--- src/csvfd_pkg.sv ---
// ----------------------------------------------------------------------------
// CSV field deframer package
// Shared types and constants for the byte classifier, the entry queue and the
// result sequencer.
// ----------------------------------------------------------------------------
package csvfd_pkg;

   localparam logic [7:0] CH_COMMA = 8'h2C;
   localparam logic [7:0] CH_QUOTE = 8'h22;
   localparam logic [7:0] CH_CR    = 8'h0D;
   localparam logic [7:0] CH_LF    = 8'h0A;

   localparam logic KIND_DATA = 1'b0;
   localparam logic KIND_END  = 1'b1;

   localparam int QUEUE_DEPTH = 4;
   localparam int QUEUE_PTR_W = $clog2(QUEUE_DEPTH);
   localparam int QUEUE_CNT_W = $clog2(QUEUE_DEPTH + 1);

   typedef enum logic [2:0] {
      MODE_ROW_START  = 3'd0,
      MODE_CELL_START = 3'd1,
      MODE_UNQUOTED   = 3'd2,
      MODE_QUOTED     = 3'd3,
      MODE_QUOTE_SEEN = 3'd4
   } mode_type;

   typedef struct packed {
      logic       kind;
      logic [7:0] data;
      logic       row_end;
      logic       quoted;
      logic       last;
   } result_type;

   typedef struct packed {
      logic       two;
      result_type first;
      result_type second;
   } entry_type;

   typedef struct packed {
      logic      valid;
      entry_type entry;
   } head_type;

endpackage

--- src/csvfd_front.sv ---
// ----------------------------------------------------------------------------
// CSV field deframer byte classifier
// Tracks the parse mode, classifies each accepted byte and pushes the one or
// two result words it causes into the queue as a single entry.
// ----------------------------------------------------------------------------
module csvfd_front
   import csvfd_pkg::*;
(
   input  logic       clock,
   input  logic       reset,
   input  logic [7:0] req_in_byte,
   input  logic       req_end_of_input,
   input  logic       req_valid,
   output logic       req_ready,
   input  logic       queue_full,
   output logic       push,
   output entry_type  push_entry
);

   mode_type mode_ff, mode_in;
   logic     quoted_ff, quoted_in;

   logic       accept;
   logic       is_comma, is_quote, is_newline;
   logic       do_unquoted;
   logic       a_valid, b_valid;
   result_type a_res, b_res;
   mode_type   mode_next;
   logic       quoted_next;

   assign req_ready  = !queue_full;
   assign accept     = req_valid && req_ready;
   assign is_comma   = (req_in_byte == CH_COMMA);
   assign is_quote   = (req_in_byte == CH_QUOTE);
   assign is_newline = (req_in_byte == CH_CR) || (req_in_byte == CH_LF);

   always_comb begin
      mode_next   = mode_ff;
      quoted_next = quoted_ff;
      do_unquoted = 1'b0;
      a_valid     = 1'b0;
      a_res       = '0;
      b_valid     = 1'b0;
      b_res       = '0;

      case (mode_ff)
         MODE_CELL_START: begin
            if (is_quote) begin
               quoted_next = 1'b1;
               mode_next   = MODE_QUOTED;
            end else begin
               do_unquoted = 1'b1;
            end
         end
         MODE_UNQUOTED: begin
            do_unquoted = 1'b1;
         end
         MODE_QUOTED: begin
            if (is_quote) begin
               mode_next = MODE_QUOTE_SEEN;
            end else begin
               a_valid      = 1'b1;
               a_res.kind   = KIND_DATA;
               a_res.data   = req_in_byte;
            end
         end
         MODE_QUOTE_SEEN: begin
            if (is_quote) begin
               a_valid    = 1'b1;
               a_res.kind = KIND_DATA;
               a_res.data = CH_QUOTE;
               mode_next  = MODE_QUOTED;
            end else begin
               do_unquoted = 1'b1;
            end
         end
         default: begin
            mode_next = MODE_ROW_START;
            if (!is_newline) begin
               if (is_quote) begin
                  quoted_next = 1'b1;
                  mode_next   = MODE_QUOTED;
               end else begin
                  do_unquoted = 1'b1;
               end
            end
         end
      endcase

      if (do_unquoted) begin
         a_valid = 1'b1;
         if (is_comma) begin
            a_res.kind    = KIND_END;
            a_res.row_end = 1'b0;
            a_res.quoted  = quoted_ff;
            quoted_next   = 1'b0;
            mode_next     = MODE_CELL_START;
         end else if (is_newline) begin
            a_res.kind    = KIND_END;
            a_res.row_end = 1'b1;
            a_res.quoted  = quoted_ff;
            quoted_next   = 1'b0;
            mode_next     = MODE_ROW_START;
         end else begin
            a_res.kind = KIND_DATA;
            a_res.data = req_in_byte;
            mode_next  = MODE_UNQUOTED;
         end
      end

      if (req_end_of_input) begin
         if (mode_next != MODE_ROW_START) begin
            b_valid       = 1'b1;
            b_res.kind    = KIND_END;
            b_res.row_end = 1'b1;
            b_res.quoted  = quoted_next;
         end
         mode_next   = MODE_ROW_START;
         quoted_next = 1'b0;
      end

      a_res.last = !b_valid;
      b_res.last = 1'b1;

      push_entry = '0;
      if (a_valid) begin
         push_entry.first  = a_res;
         push_entry.second = b_res;
         push_entry.two    = b_valid;
      end else begin
         push_entry.first = b_res;
      end
      push = accept && (a_valid || b_valid);

      mode_in   = accept ? mode_next : mode_ff;
      quoted_in = accept ? quoted_next : quoted_ff;
   end

   always_ff @(posedge clock) begin
      if (reset) begin
         mode_ff   <= MODE_ROW_START;
         quoted_ff <= 1'b0;
      end else begin
         mode_ff   <= mode_in;
         quoted_ff <= quoted_in;
      end
   end

endmodule

--- src/csvfd_queue.sv ---
// ----------------------------------------------------------------------------
// CSV field deframer entry queue
// Short first-in first-out queue that decouples the classifier from the
// result sequencer.
// ----------------------------------------------------------------------------
module csvfd_queue
   import csvfd_pkg::*;
(
   input  logic      clock,
   input  logic      reset,
   input  logic      push,
   input  entry_type push_entry,
   output logic      full,
   input  logic      pop,
   output head_type  head
);

   entry_type                slot_ff [QUEUE_DEPTH];
   logic [QUEUE_PTR_W-1:0]   wr_ptr_ff, wr_ptr_in;
   logic [QUEUE_PTR_W-1:0]   rd_ptr_ff, rd_ptr_in;
   logic [QUEUE_CNT_W-1:0]   count_ff, count_in;
   logic                     do_push, do_pop;

   assign full       = (count_ff == QUEUE_CNT_W'(QUEUE_DEPTH));
   assign head.valid = (count_ff != '0);
   assign head.entry = slot_ff[rd_ptr_ff];

   always_comb begin
      do_push   = push && !full;
      do_pop    = pop && head.valid;
      wr_ptr_in = wr_ptr_ff;
      rd_ptr_in = rd_ptr_ff;
      count_in  = count_ff;
      if (do_push) begin
         wr_ptr_in = (wr_ptr_ff == QUEUE_PTR_W'(QUEUE_DEPTH - 1)) ? '0
                                                                  : wr_ptr_ff + QUEUE_PTR_W'(1);
      end
      if (do_pop) begin
         rd_ptr_in = (rd_ptr_ff == QUEUE_PTR_W'(QUEUE_DEPTH - 1)) ? '0
                                                                  : rd_ptr_ff + QUEUE_PTR_W'(1);
      end
      if (do_push && !do_pop) begin
         count_in = count_ff + QUEUE_CNT_W'(1);
      end else if (do_pop && !do_push) begin
         count_in = count_ff - QUEUE_CNT_W'(1);
      end
   end

   always_ff @(posedge clock) begin
      if (do_push) begin
         slot_ff[wr_ptr_ff] <= push_entry;
      end
   end

   always_ff @(posedge clock) begin
      if (reset) begin
         wr_ptr_ff <= '0;
         rd_ptr_ff <= '0;
         count_ff  <= '0;
      end else begin
         wr_ptr_ff <= wr_ptr_in;
         rd_ptr_ff <= rd_ptr_in;
         count_ff  <= count_in;
      end
   end

endmodule

--- src/csvfd_back.sv ---
// ----------------------------------------------------------------------------
// CSV field deframer result sequencer
// Takes entries from the queue and delivers their result words one at a time
// through a registered output stage.
// ----------------------------------------------------------------------------
module csvfd_back
   import csvfd_pkg::*;
(
   input  logic       clock,
   input  logic       reset,
   input  head_type   head,
   output logic       pop,
   output logic       rsp_kind,
   output logic [7:0] rsp_out_byte,
   output logic       rsp_row_end,
   output logic       rsp_cell_quoted,
   output logic       rsp_last_of_run,
   output logic       rsp_valid,
   input  logic       rsp_ready
);

   result_type rsp_res_ff, rsp_res_in;
   logic       rsp_valid_ff, rsp_valid_in;
   result_type pend_res_ff, pend_res_in;
   logic       pend_ff, pend_in;
   logic       load;

   assign load = !rsp_valid_ff || rsp_ready;

   always_comb begin
      pop          = 1'b0;
      rsp_res_in   = rsp_res_ff;
      rsp_valid_in = rsp_valid_ff;
      pend_res_in  = pend_res_ff;
      pend_in      = pend_ff;
      if (load) begin
         if (pend_ff) begin
            rsp_res_in   = pend_res_ff;
            rsp_valid_in = 1'b1;
            pend_in      = 1'b0;
         end else if (head.valid) begin
            pop          = 1'b1;
            rsp_res_in   = head.entry.first;
            rsp_valid_in = 1'b1;
            pend_in      = head.entry.two;
            pend_res_in  = head.entry.second;
         end else begin
            rsp_valid_in = 1'b0;
         end
      end
   end

   always_ff @(posedge clock) begin
      rsp_res_ff  <= rsp_res_in;
      pend_res_ff <= pend_res_in;
   end

   always_ff @(posedge clock) begin
      if (reset) begin
         rsp_valid_ff <= 1'b0;
         pend_ff      <= 1'b0;
      end else begin
         rsp_valid_ff <= rsp_valid_in;
         pend_ff      <= pend_in;
      end
   end

   assign rsp_valid       = rsp_valid_ff;
   assign rsp_kind        = rsp_res_ff.kind;
   assign rsp_out_byte    = rsp_res_ff.data;
   assign rsp_row_end     = rsp_res_ff.row_end;
   assign rsp_cell_quoted = rsp_res_ff.quoted;
   assign rsp_last_of_run = rsp_res_ff.last;

endmodule

--- src/csv_field_deframer.sv ---
// ----------------------------------------------------------------------------
// CSV field deframer
// Splits a CSV byte stream into cell content bytes and end-of-cell markers.
// ----------------------------------------------------------------------------
// The req channel takes one byte of CSV text per word, with req_end_of_input
// set on the final byte of a text. The rsp channel delivers one result word
// per cycle: a content byte (rsp_kind 0) or an end-of-cell marker (rsp_kind 1)
// that carries the row end and quoted flags. rsp_last_of_run marks the last
// word caused by one input byte. A byte causes zero, one or two words.
// A byte is accepted in every cycle while the four-entry queue has room.
// The first word caused by a byte is written into a queue slot and then into
// the output register before it appears on rsp.
// The output register delivers one word per cycle while rsp_ready is high,
// so a byte that causes two words holds the output for both words in turn,
// and sustained throughput is one byte per cycle when no byte causes two words.
// When rsp_ready is held low, the queue fills and req_ready falls once it
// holds four entries; no word is lost or repeated.
// Reset returns the parser to row start, empties the queue and clears
// rsp_valid in the next cycle.
// ----------------------------------------------------------------------------
module csv_field_deframer
   import csvfd_pkg::*;
(
   input  logic       clock,
   input  logic       reset,
   input  logic [7:0] req_in_byte,
   input  logic       req_end_of_input,
   input  logic       req_valid,
   output logic       req_ready,
   output logic       rsp_kind,
   output logic [7:0] rsp_out_byte,
   output logic       rsp_row_end,
   output logic       rsp_cell_quoted,
   output logic       rsp_last_of_run,
   output logic       rsp_valid,
   input  logic       rsp_ready
);

   logic      queue_full;
   logic      push;
   entry_type push_entry;
   logic      pop;
   head_type  head;

   csvfd_front u_front (
      .clock            (clock),
      .reset            (reset),
      .req_in_byte      (req_in_byte),
      .req_end_of_input (req_end_of_input),
      .req_valid        (req_valid),
      .req_ready        (req_ready),
      .queue_full       (queue_full),
      .push             (push),
      .push_entry       (push_entry)
   );

   csvfd_queue u_queue (
      .clock      (clock),
      .reset      (reset),
      .push       (push),
      .push_entry (push_entry),
      .full       (queue_full),
      .pop        (pop),
      .head       (head)
   );

   csvfd_back u_back (
      .clock           (clock),
      .reset           (reset),
      .head            (head),
      .pop             (pop),
      .rsp_kind        (rsp_kind),
      .rsp_out_byte    (rsp_out_byte),
      .rsp_row_end     (rsp_row_end),
      .rsp_cell_quoted (rsp_cell_quoted),
      .rsp_last_of_run (rsp_last_of_run),
      .rsp_valid       (rsp_valid),
      .rsp_ready       (rsp_ready)
   );

`ifndef SYNTHESIS
   a_data_flags_clear: assert property (@(posedge clock) disable iff (reset)
      (rsp_valid && (rsp_kind == KIND_DATA)) |-> (!rsp_row_end && !rsp_cell_quoted))
      else $error("Content word carries cell end flags.");

   a_end_byte_zero: assert property (@(posedge clock) disable iff (reset)
      (rsp_valid && (rsp_kind == KIND_END)) |-> (rsp_out_byte == 8'h00))
      else $error("End of cell word carries a nonzero byte.");

   a_reset_clears_valid: assert property (@(posedge clock)
      (!reset && $past(reset)) |-> !rsp_valid)
      else $error("Result valid after reset.");
`endif

endmodule

--- config.mk ---
export PLATFORM = sky130hd
export DESIGN_NAME = csv_field_deframer
export DESIGN_NICKNAME = d
export VERILOG_FILES = /design/src/csvfd_pkg.sv /design/src/csvfd_front.sv /design/src/csvfd_queue.sv /design/src/csvfd_back.sv /design/src/csv_field_deframer.sv
export SDC_FILE = /design/constraint.sdc
export NUM_CORES = 1
export LEC_CHECK = 0
export ABC_AREA = 1
export BUFFER_PORTS_ARGS = -buffer_cell sky130_fd_sc_hd__buf_2
export CORE_MARGIN = 2
export CORE_UTILIZATION = 60
export DETAILED_ROUTE_END_ITERATION = 12
export PLACE_DENSITY = 0.89
export SETUP_SLACK_MARGIN = 0.2
export SLEW_MARGIN = 10
export SYNTH_ARGS = -nofsm -noshare
export SYNTH_HDL_FRONTEND = slang
export SYNTH_SLANG_ARGS = --single-unit
export TNS_END_PERCENT = 100
--- constraint.sdc ---
create_clock -name clock -period 2.95 [get_ports clock]
set_input_delay 0 -clock clock [delete_from_list [all_inputs] [get_ports clock]]
set_output_delay 0 -clock clock [all_outputs]
set_load 0.01 [all_outputs]
# After elaboration in Yosys (flattened, before gate mapping)
# Memory sizes are Yosys's and may differ from the RTL's. A register that Yosys moved wholly into a read port is not among the register bits.
# Cells that the tools add are included.
# W data, S select, Z words.
# totals
register_bits	37
ramBits	100
inputBits	13
output_inout_bits	14
elab_cells	111
mem_count	1
# memory_table
memory	words	width	read_ports	rd_clocked_by_memory_dff	wr	line_no	text
u_queue.slot_ff	4	25	1	1	1	csvfd_queue.sv:18	entry_type slot_ff [QUEUE_DEPTH];
# classes
n_addsub	4
eq_ne	11
n_mux	55
bitwise	1
n_reduce_logical	22
# ops
operator	n
$mux W12	4
$mux W3	8
$mux W8	3
$mux W1	23
$mux W2	10
$pmux W9 S2	1
$eq A8 B4 Y1 const B	2
$eq A8 B6 Y1 const B	2
$mux W11	1
$pmux W3 S3	1
$eq A3 B2 Y1 const B	2
$eq A3 B3 Y1 const B	2
$logic_and A1 B1 Y1	6
$mux W6	1
$reduce_bool A3 Y1	2
$logic_not A1 Y1	5
$add A2 B1 Y2 const B	2
$eq A2 B2 Y1 const B	2
$pmux W1 S2	2
$reduce_bool A2 Y1	2
$add A3 B1 Y3 const B	1
$eq A3 B1 Y1 const B	1
$logic_or A1 B1 Y1	3
$pmux W1 S3	1
other kinds (6)	6

# Longest topological paths before layout
# Gate-level depths: netlist of run 1.
# logic_depth
depth_word	15
mapped_depth	16
mapped_depth_nobuf	16

# Modules after synthesis
# A second synthesis of run 1 with hierarchy kept.
# unflattened
cells_unflattened	519
hier_area_um2	6015.8
# by_module_without_submodules
mod	n_inst	cells_each	area_per_inst_um2	seq_area_each_um2
csvfd_queue	1	312	4311.6	3183.1
csvfd_back	1	79	1012.2	760.7
csvfd_front	1	128	691.9	80.1

# Worst setup path after synthesis of run 1
# Ideal clock, no wire load.
# synth_timing
kind	register to register
startpoint	reg u_front.mode_ff[2]
endpoint	reg u_queue.count_ff[2]
setup_ns	0.122
arrival_ns	2.084
required_time_ns	2.828
slack_ns	0.744
path_stages_with_launch	17
n_path_buf	0
synth_period_minus_slack_ns	2.206
cell_sequence	dfxtp_1 -> inv_2 -> nand2_2 -> nor2_2 -> inv_2 -> nand2_2 -> nand2_4 -> nand4_4 -> nand2_4 -> inv_1 -> ha_1 -> inv_1 -> fa_1 -> a21oi_1 -> o21ai_0 -> o21ai_0 -> a21oi_1
# synth_between
elab_chain_len	13
elab_cells_between_ends	23
classes_between	4 x eq/ne; 10 x mux; 9 x reduce/logical
# synth_rtl
item	line_no	text
from (decl)	csvfd_front.sv:20	mode_type mode_ff, mode_in;
from (signal assigned)	csvfd_front.sv:144	mode_ff <= mode_in;
$eq A3 B1 Y1 or $eq A3 B3 Y1 (tied branches)	csvfd_front.sv:46	case (mode_ff)
$reduce_or A2 Y1 (no line)	-	
$pmux W3 S3 or $pmux W1 S3 (tied branches)	csvfd_front.sv:46	
$mux W3	csvfd_front.sv:90	if (do_unquoted) begin
$reduce_bool A3 Y1	csvfd_front.sv:112	if (mode_next != MODE_ROW_START) begin
$mux W1	csvfd_front.sv:112	
$mux W1	csvfd_front.sv:111	if (req_end_of_input) begin
$logic_or A1 B1 Y1 *	csvfd_front.sv:133	push = accept && (a_valid || b_valid);
$logic_and A1 B1 Y1 *	csvfd_front.sv:133	
$logic_and A1 B1 Y1 *	csvfd_queue.sv:29	do_push = push && !full;
named net u_queue.do_push	csvfd_queue.sv:22	logic do_push, do_pop;
$logic_not A1 Y1	csvfd_queue.sv:44	end else if (do_pop && !do_push) begin
$logic_and A1 B1 Y1	csvfd_queue.sv:44	
$reduce_bool A2 Y1 (no line)	-	
to (signal assigned)	csvfd_queue.sv:63	count_ff <= count_in;
to (decl)	csvfd_queue.sv:21	logic [QUEUE_CNT_W-1:0] count_ff, count_in;
# The timed path passes the listed nets; every way through them passes the cells marked *.
# A chain may end at the register's enable or synchronous reset.

# Final worst setup path of run 1
# layout_timing
startpoint	in req_in_byte[7]
endpoint	reg u_queue.count_ff[2]
# layout_between
elab_chain_len	14
elab_cells_between_ends	30
classes_between	4 x eq/ne; 17 x mux; 9 x reduce/logical
# layout_rtl
item	line_no	text
from (decl)	csv_field_deframer.sv:26	input logic [7:0] req_in_byte,
$eq A8 B6 Y1 or $eq A8 B4 Y1 (tied branches)	csvfd_front.sv:34, csvfd_front.sv:35	
$mux W2 (tied with other cells)	csvfd_front.sv:80	if (is_quote) begin
$mux W3 (tied with other cells)	csvfd_front.sv:79	if (!is_newline) begin
$pmux W3 S3 (tied with other cells)	csvfd_front.sv:46	
$mux W3	csvfd_front.sv:90	
$reduce_bool A3 Y1	csvfd_front.sv:112	
$mux W1	csvfd_front.sv:112	
$mux W1	csvfd_front.sv:111	
$logic_or A1 B1 Y1 *	csvfd_front.sv:133	
$logic_and A1 B1 Y1 *	csvfd_front.sv:133	
$logic_and A1 B1 Y1 *	csvfd_queue.sv:29	
named net u_queue.do_push	csvfd_queue.sv:22	
$logic_not A1 Y1	csvfd_queue.sv:44	
$logic_and A1 B1 Y1	csvfd_queue.sv:44	
$reduce_bool A2 Y1 (no line)	-	
# Marked as above.

==> summary.md, run 1 <==
| Metric | Value |
|---|---|
| Status | finished, final reports clean |
| Worst-Margin Slew | 893 ps |
| Crit-path max FO | 7 |
| Post-CTS Setup Inserts | 0 |
| Vias per std cell | 5.54 |
| CP endpoint | u_queue.count_ff[2] |
| Worst setup SP type | primary input |
| I/O pins | 27 |
| Final Cycle Share | 83.4% |
| CTS Buf Count | 9 |
| Share of post-route cells with drive strength above 1 | 20.9% |
| P_leak | 1.73 nW |
| Clock-pin slew on the worst setup and hold paths | 90 ps |
| Crit path time final | 2460 ps |
| Largest net degree at the start of global routing | 31 |
| Initial antenna violation count | 0 |
| First-pass GRT wire length | 13000 um |
| Power Dens Cells | 867 nW/um^2 |
| Skew final | 15.6 ps |
| # setup viols final | 0 |
| CTS sink count | 90 |
| Mean Syn Cell Area | 10.7 sq um |
| Synth Net Count | 388 |
| Reg-to-Reg End | u_queue.count_ff[1] |
| Wire per inst | 16.2 um |
| Post-Syn Instances | 368 |
| H-tree levels | 3 |
| Routability congestion estimate | 0.885 |
| Post-DP HPWL | 5310 um |
| Dpl cell area | 4170 sq um |
| IO Port Bufs | 26 |
| Site Rows | 29 |
| Placed instance count | 466 |
| RSZ-0062 raised after global routing | no |
| Die height | 85.0 um |
| Clk Latency, worst-skew pair | 350 ps |
| CP arrival | 2710 ps |
| Util after Layout | 70.1% |
| Seq/Total Area, Yosys | 64.8% |
| CTS Buffer Depth | 2 |
| Setup slack, reg-to-reg | 500 ps |
| Post-route DRC violation count | 0 |
| Crit. Startpoint | req_in_byte[7] |
| Post-synthesis cell type count | 32 |
| Number of synthesized register bits | 90 |
| CP Capture Type | register |
| Final hold vios | 0 |
| Total grt overflow | 0 |
| YS warnings | 0 |
| Critical Path RT | 3200 ps |
| Maxcap violations | 0 |
| DRT antenna net count | 0 |
| Design area | 4450 sq um |
| Async set-or-reset flop fraction in the synthesized netlist | 0% |
| Worst min-delay path class | primary input to register |
| Gr usage total | 23.7% |
| Final std cells w/o fill | 489 |
| Antenna cells | 0 |
| Core area | 6350 sq um |
| Synthesized area | 3940 sq um |
| Max Clk Rate | 406 MHz |
| Root Driver | clkbuf_8 |
| Main synth FF type | edfxtp_1 |
| Via count | 2710 |
| 1st-iter DRT viols | 256 |
| Worst R2R Path Depth | 8 |
| Worst r2r src | u_queue.count_ff[0] |
| Crit Path Class | primary input to register |
| Pre-antenna DRT Iters | 5 |
| Final setup TNS | 0 ps |
| Die Wd | 85.0 um |
| Fin. max-slew vios | 0 |
| EDFF count, synth | 75 |
| TritonCTS clock tree | yes |
| Starting density of the core | 62.0% |
| Maximum VDD drop | 0.552 mV |
| Vias in the first global route | 2639 |
| Die area | 7230 sq um |
| Area delta synth->final | 13.0% |
| Fin nets | 427 |
| Worst slew margin | 40.0% |
| Routed wire length | 7930 um |
==> cell type report <==
type | count | area, sq um
clock buffers | 9 | 124
clock inverters | 7 | 83.8
fillers | 437 | 1900
inverters | 37 | 139
multi-input cells | 229 | 1200
flip-flops and latches | 90 | 2550
well taps | 77 | 96.3
repair buffers | 40 | 253
==> cells in the mapped netlist, drive strengths merged (2+ instances only) <==
master	instances	area, sq um
edfxtp	75	2250
o21ai	37	185
ha	6	75.1
nand2	49	231
clkbuf	10	37.5
buf	2	8.75
a21oi	24	124
a221o	2	20.0
nand3	14	85.1
a31oi	2	12.5
nor3	2	10.0
nand4	2	27.5
a21boi	2	30.0
inv	37	139
nor2	82	335
o22ai	3	18.8
dfxtp	15	300
==> worst min-delay path by stage <==
stage	from	endpoint	slack, ps	cells after the start
final	req_valid	u_front.quoted_ff	40	4
after CTS	req_valid	u_front.quoted_ff	50	4
after global routing	req_in_byte[5]	u_queue.slot_ff[0][20]	90	3
after floorplan	reset	u_back.pend_ff	70	1
after global placement	req_in_byte[4]	u_queue.slot_ff[1][19]	230	1
after detailed placement	req_in_byte[4]	u_queue.slot_ff[1][19]	240	1
==> flip-flops by register name, summed over array words and instances, names as in the netlist, 2 cells and up, named ones only <==
signal,count
u_queue.slot_ff,60
u_back.rsp_out_byte,8
u_back.pend_res_ff,3
u_front.mode_ff,3
u_queue.count_ff,3
u_queue.rd_ptr_ff,2
u_queue.wr_ptr_ff,2
==> kinds of logic (layout without fill, tap and decap cells) <==
family / count (synthesis) / after routing / synth area share, %
AOI/OAI and AO/OA: 72 / 72 / 10.4
adders and majority gates: 7 / 7 / 2.41
DFF: 90 / 90 / 64.8
and+or+nand+nor: 150 / 150 / 17.7
buffers and inverters: 49 / 93 / 4.70
==> routing by layer <==
| layer | vias to the layer above | part of all wire, % | GRT usage [%] |
|---|---|---|---|
| li1 | 1329 | - | - |
| met1 | 1262 | 40 | 28.6 |
| met2 | 108 | 53 | 41.8 |
| met3 | 11 | 6.1 | 4.86 |
| met4 | 0 | 1.5 | 8.95 |
| met5 | - | 0 | 0 |
==> critical path, stage by stage <==
cell	delay, ps
dlygate4sd3_1	550
buf_2	160
nor2_2	170
inv_2	80
nor2_4	120
nand2_2	100
nand2_2	110
nand2_4	70
nand4_4	120
nand2_4	80
inv_1	70
ha_1	130
inv_1	70
fa_1	430
a21oi_1	140
o21ai_0	110
o21ai_1	130
a21oi_1	50
==> power breakdown <==
group	switching [mW]	internal, mW	total, mW
clock network	0.450	0.406	0.856
logic	0.795	0.383	1.18
registers	0.0923	1.73	1.82
total	1.34	2.52	3.86
==> cell usage in the layout (no fill, tap or decap), types with 3 or more instances in the layout <==
cell / Yosys / layout
dfxtp_1: 15 / 15
nand2_1: 36 / 35
nand2_2: 10 / 11
nand3_2: 3 / 3
buf_4: 0 / 7
o22ai_1: 3 / 3
nand3_1: 11 / 11
buf_2: 1 / 26
o21ai_0: 36 / 35
inv_1: 30 / 30
dlygate4sd3_1: 0 / 7
a21oi_1: 23 / 23
inv_2: 7 / 7
ha_1: 6 / 6
nand2_4: 3 / 3
edfxtp_1: 75 / 75
clkbuf_8: 0 / 9
nor2_1: 73 / 73
nor2_2: 8 / 8
==> per-stage QoR <==
step           hold slack (ps)  power, mW  worst slack [ps]
2_1_floorplan             69.1       2.62               744
3_3_place_gp               226       2.92               635
3_5_place_dp               239       3.00               522
4_1_cts                   46.3       3.85               438
5_1_grt                   93.4       4.08               229
6_report                  41.2       3.86               489
==> repair_timing <==
action | 4_1_cts | 5_1_grt
setup endpoints to repair | 0 | 1
gates resized for setup | 0 | 2
endpoints found under the hold margin | 18 | 0
hold buffers | 7 | 0
(Power assumes the default switching activity.)
==> inputs of run 2 (changes only) <==
- ABC_AREA: 1 -> 0
- clock period: 2.95 -> 2.35 ns (I/O delays scaled with it)
==> summary.md, run 2 <==
| Metric | Value |
|---|---|
| Top cell type's share of synthesized area | 57.0% (was 57.2%) |
| Core area | 6350 sq um (unchanged) |
| Final hold vios | 0 (unchanged) |
| Die height | 85.1 um (was 85.0 um) |
| Skew final | 13.4 ps (was 15.6 ps) |
| Setup slack, reg-to-reg | 190 ps (was 500 ps) |
| Initial antenna violation count | 0 (unchanged) |
| CTS sink count | 90 (unchanged) |
| Power Dens Cells | 1000 nW/um^2 (was 867 nW/um^2) |
| Total grt overflow | 0 (unchanged) |
| CTS Buffer Depth | 2 (unchanged) |
| Post-Syn Instances | 263 (was 368) |
| EDFF count, synth | 75 (unchanged) |
| Site Rows | 29 (unchanged) |
| Status | finished, final reports clean (unchanged) |
| Synth Net Count | 283 (was 388) |
| Max reg flops | 60 (unchanged) |
| Wire per inst | 18.2 um (was 16.2 um) |
| Worst-Margin Slew | 936 ps (was 893 ps) |
| Via count | 2375 (was 2710) |
| Fill cell count | 377 (was 437) |
| Crit Path Class | register to register (was primary input to register) |
| Main synth FF type | edfxtp_1 (unchanged) |
| CTS Buf Count | 9 (unchanged) |
| Area delta synth->final | 16.8% (was 13.0%) |
| RSZ-0062 raised after global routing | yes (was no) |
| Max stage delay on crit path | 360 ps (was 550 ps) |
| Slowest cell on crit path | dfxtp_2 (was dlygate4sd3_1) |
| Final setup TNS | 0 ps (unchanged) |
| Clk Latency, worst-skew pair | 370 ps (was 350 ps) |
| Die area | 7250 sq um (was 7230 sq um) |
| Fin nets | 332 (was 427) |
| Worst min-delay path class | primary input to register (unchanged) |
| Hold Path Stages | 3 (was 4) |
| Crit-path leading delay family | compound AO/OA/AOI/OAI gates (was buffers and inverters) |
| Most frequent cells in the layout | edfxtp_1, buf_2, mux4_2, buf_4 (was edfxtp_1, nor2_1, nand2_1, o21ai_0, inv_1) |
| Commonest cells in the netlist | edfxtp_1, dfxtp_1, mux4_2 (was edfxtp_1, nor2_1, nand2_1, o21ai_0, inv_1) |
| Share of post-route cells with drive strength above 1 | 31.5% (was 20.9%) |
| Starting density of the core | 62.2% (was 62.0%) |
| Largest net degree at the start of global routing | 17 (was 31) |
| Total power | 4.61 mW (was 3.86 mW) |
| Antenna cells | 0 (unchanged) |
| YS warnings | 0 (unchanged) |
| Post-DP HPWL | 4920 um (was 5310 um) |
| Post-route DRC violation count | 0 (unchanged) |
| Seq/Total Area, Yosys | 64.6% (was 64.8%) |
| # setup viols final | 0 (unchanged) |
| Number of synthesized register bits | 90 (unchanged) |
| Worst r2r src | u_front.mode_ff[0] (was u_queue.count_ff[0]) |
| Routed wire length | 7160 um (was 7930 um) |
| H-tree levels | 3 (unchanged) |
| Post-synthesis cell type count | 53 (was 32) |
| I/O pins | 27 (unchanged) |
| Top reg by flops | u_queue.slot_ff (unchanged) |
| Async set-or-reset flop fraction in the synthesized netlist | 0% (unchanged) |
| CP Capture Type | register (unchanged) |
| First-pass GRT wire length | 11700 um (was 13000 um) |
| Die Wd | 85.1 um (was 85.0 um) |
| Worst slew margin | 37.4% (was 40.0%) |
| Area occupied by multi-input gates | 1330 sq um (was 1200 sq um) |
| Routability congestion estimate | 0.918 (was 0.885) |
| 1st-iter DRT viols | 187 (was 256) |
| Worst R2R Path Depth | 9 (was 8) |
| Synthesized area | 3950 sq um (was 3940 sq um) |
| Crit-path max FO | 9 (was 7) |
| Maxcap violations | 0 (unchanged) |
| Worst Hold Launch | req_end_of_input (was req_valid) |
| Critical Path RT | 2640 ps (was 3200 ps) |
| Worst Path Buf+Inv | 2 (was 5) |
| Commonest non-fill, non-tap cell in the layout | edfxtp_1 (unchanged) |
| Fin. max-slew vios | 0 (unchanged) |
| Root Driver | clkbuf_8 (unchanged) |
| P_leak | 1.60 nW (was 1.73 nW) |
| Top area cells in the synthesized netlist | edfxtp_1, mux4_2, dfxtp_1 (was edfxtp_1, dfxtp_1, nor2_1) |
| WHS | 15.8 ps (was 41.2 ps) |
| Vias in the first global route | 2403 (was 2639) |
| Leading area contributor after synthesis | edfxtp_1 (unchanged) |
| Maximum VDD drop | 0.731 mV (was 0.552 mV) |
| DRT antenna net count | 0 (unchanged) |
| Crit path time final | 2160 ps |
| TritonCTS clock tree | yes (unchanged) |
| Clock-pin slew on the worst setup and hold paths | 90 ps (about the same) |
| CP arrival | 2460 ps (was 2710 ps) |
| Sequential Area | 2560 sq um (was 2550 sq um) |
| Gr usage total | 21.7% (was 23.7%) |
| Most common cell in the netlist | edfxtp_1 (unchanged) |
| Pre-antenna DRT Iters | 4 (was 5) |
| Worst setup SP type | register (was primary input) |
| Critical Path Stages | 9 (was 18) |
| Reg-to-Reg End | u_queue.count_ff[2] (was u_queue.count_ff[1]) |
| Max Clk Rate | 462 MHz |
| Final Cycle Share | 92.1% |
| Mean Syn Cell Area | 15.0 sq um (was 10.7 sq um) |
| Crit path cell chain | buf_4 -> o221ai_2 -> o221a_4 -> ha_4 -> inv_2 -> fa_2 -> xor2_1 -> or3_1 -> a21oi_1 (was dlygate4sd3_1 -> buf_2 -> nor2_2 -> inv_2 -> nor2_4 -> nand2_2 -> nand2_2 -> nand2_4 -> nand4_4 -> nand2_4 -> inv_1 -> ha_1 -> inv_1 -> fa_1 -> a21oi_1 -> o21ai_0 -> o21ai_1 -> a21oi_1) |
| IO Port Bufs | 26 (unchanged) |
| Hold worst-path end | u_front.quoted_ff (unchanged) |
| Vias per std cell | 6.03 (was 5.54) |
==> run 2: changes by cell type after synthesis, sizes merged, moves of 7 or more <==
cell | before | now
a21oi | 24 | 9
and2 | 0 | 11
inv | 37 | 14
mux4 | 0 | 15
nand2 | 49 | 10
nand3 | 14 | 3
nor2 | 82 | 14
nor2b | 0 | 12
nor3 | 2 | 9
o21ai | 37 | 5
==> run 2: worst max path at each step <==
stage | from | to | slack (ps)
after CTS | u_front.mode_ff[2] | u_queue.count_ff[2] | 190
after global routing | u_front.mode_ff[2] | u_queue.count_ff[2] | 100
after floorplan | u_front.mode_ff[2] | u_queue.count_ff[2] | 140
final | u_front.mode_ff[0] | u_queue.count_ff[2] | 190
after detailed placement | req_in_byte[2] | u_queue.count_ff[2] | -20
after global placement | req_in_byte[2] | u_queue.count_ff[2] | 70
==> run 2: cells by family (layout without fill, tap and decap cells) <==
logic type      count (synthesis)  count (layout)  share of synthesized area [%]
compound gates                 36              36                           7.13
xor+xnor                        5               5                           1.11
fa+ha+maj                       7               7                           2.41
buf+inv                        26              80                           2.69
flops                          90              90                           64.6
mux                            21              21                           10.3
simple gates                   78              78                           11.8
==> run 2: tightest hold or removal path, stage by stage <==
cell,delay (ps)
buf_2,130
or3_1,150
o31ai_1,60
==> run 2: repair_timing <==
action / CTS / global route
hold buffers: 7 / 0
endpoints found under the setup margin: 2 / 6
resized for setup: 10 / 1
pin swaps: 3 / 1
setup buffers: 2 / 1
hold endpoints to repair: 19 / 0
==> run 2: metrics by stage <==
stage               util, %  instances  setup WS [ps]  cell area (sq um)
floorplan                 -        263            144               3980
global placement       67.6        368           73.2               4300
detailed placement     67.6        368          -19.7               4300
CTS                    72.5        393            185               4600
global route           72.6        394           98.0               4610
finish                 72.6        394            185               4610
==> run 2: power breakdown <==
group	total [mW]	internal [mW]	switching (mW)
combinational	1.34	0.660	0.678
clock	1.02	0.485	0.536
sequential	2.25	2.13	0.128
total	4.61	3.27	1.34
==> run 2: area by class of cell <==
class	instances	area share [%]
tap	77	2.09
sequential	90	55.5
inverter	14	1.14
clock inverter	4	0.705
clock buffer	12	3.61
multi-input combinational	147	28.8
timing repair buffer	50	8.19
==> run 2: metal layers <==
layer	GRT usage [%]	routed length (um)
met5	0	0
met4	9.81	117
met3	3.89	445
met2	37.1	3660
met1	26.9	2940
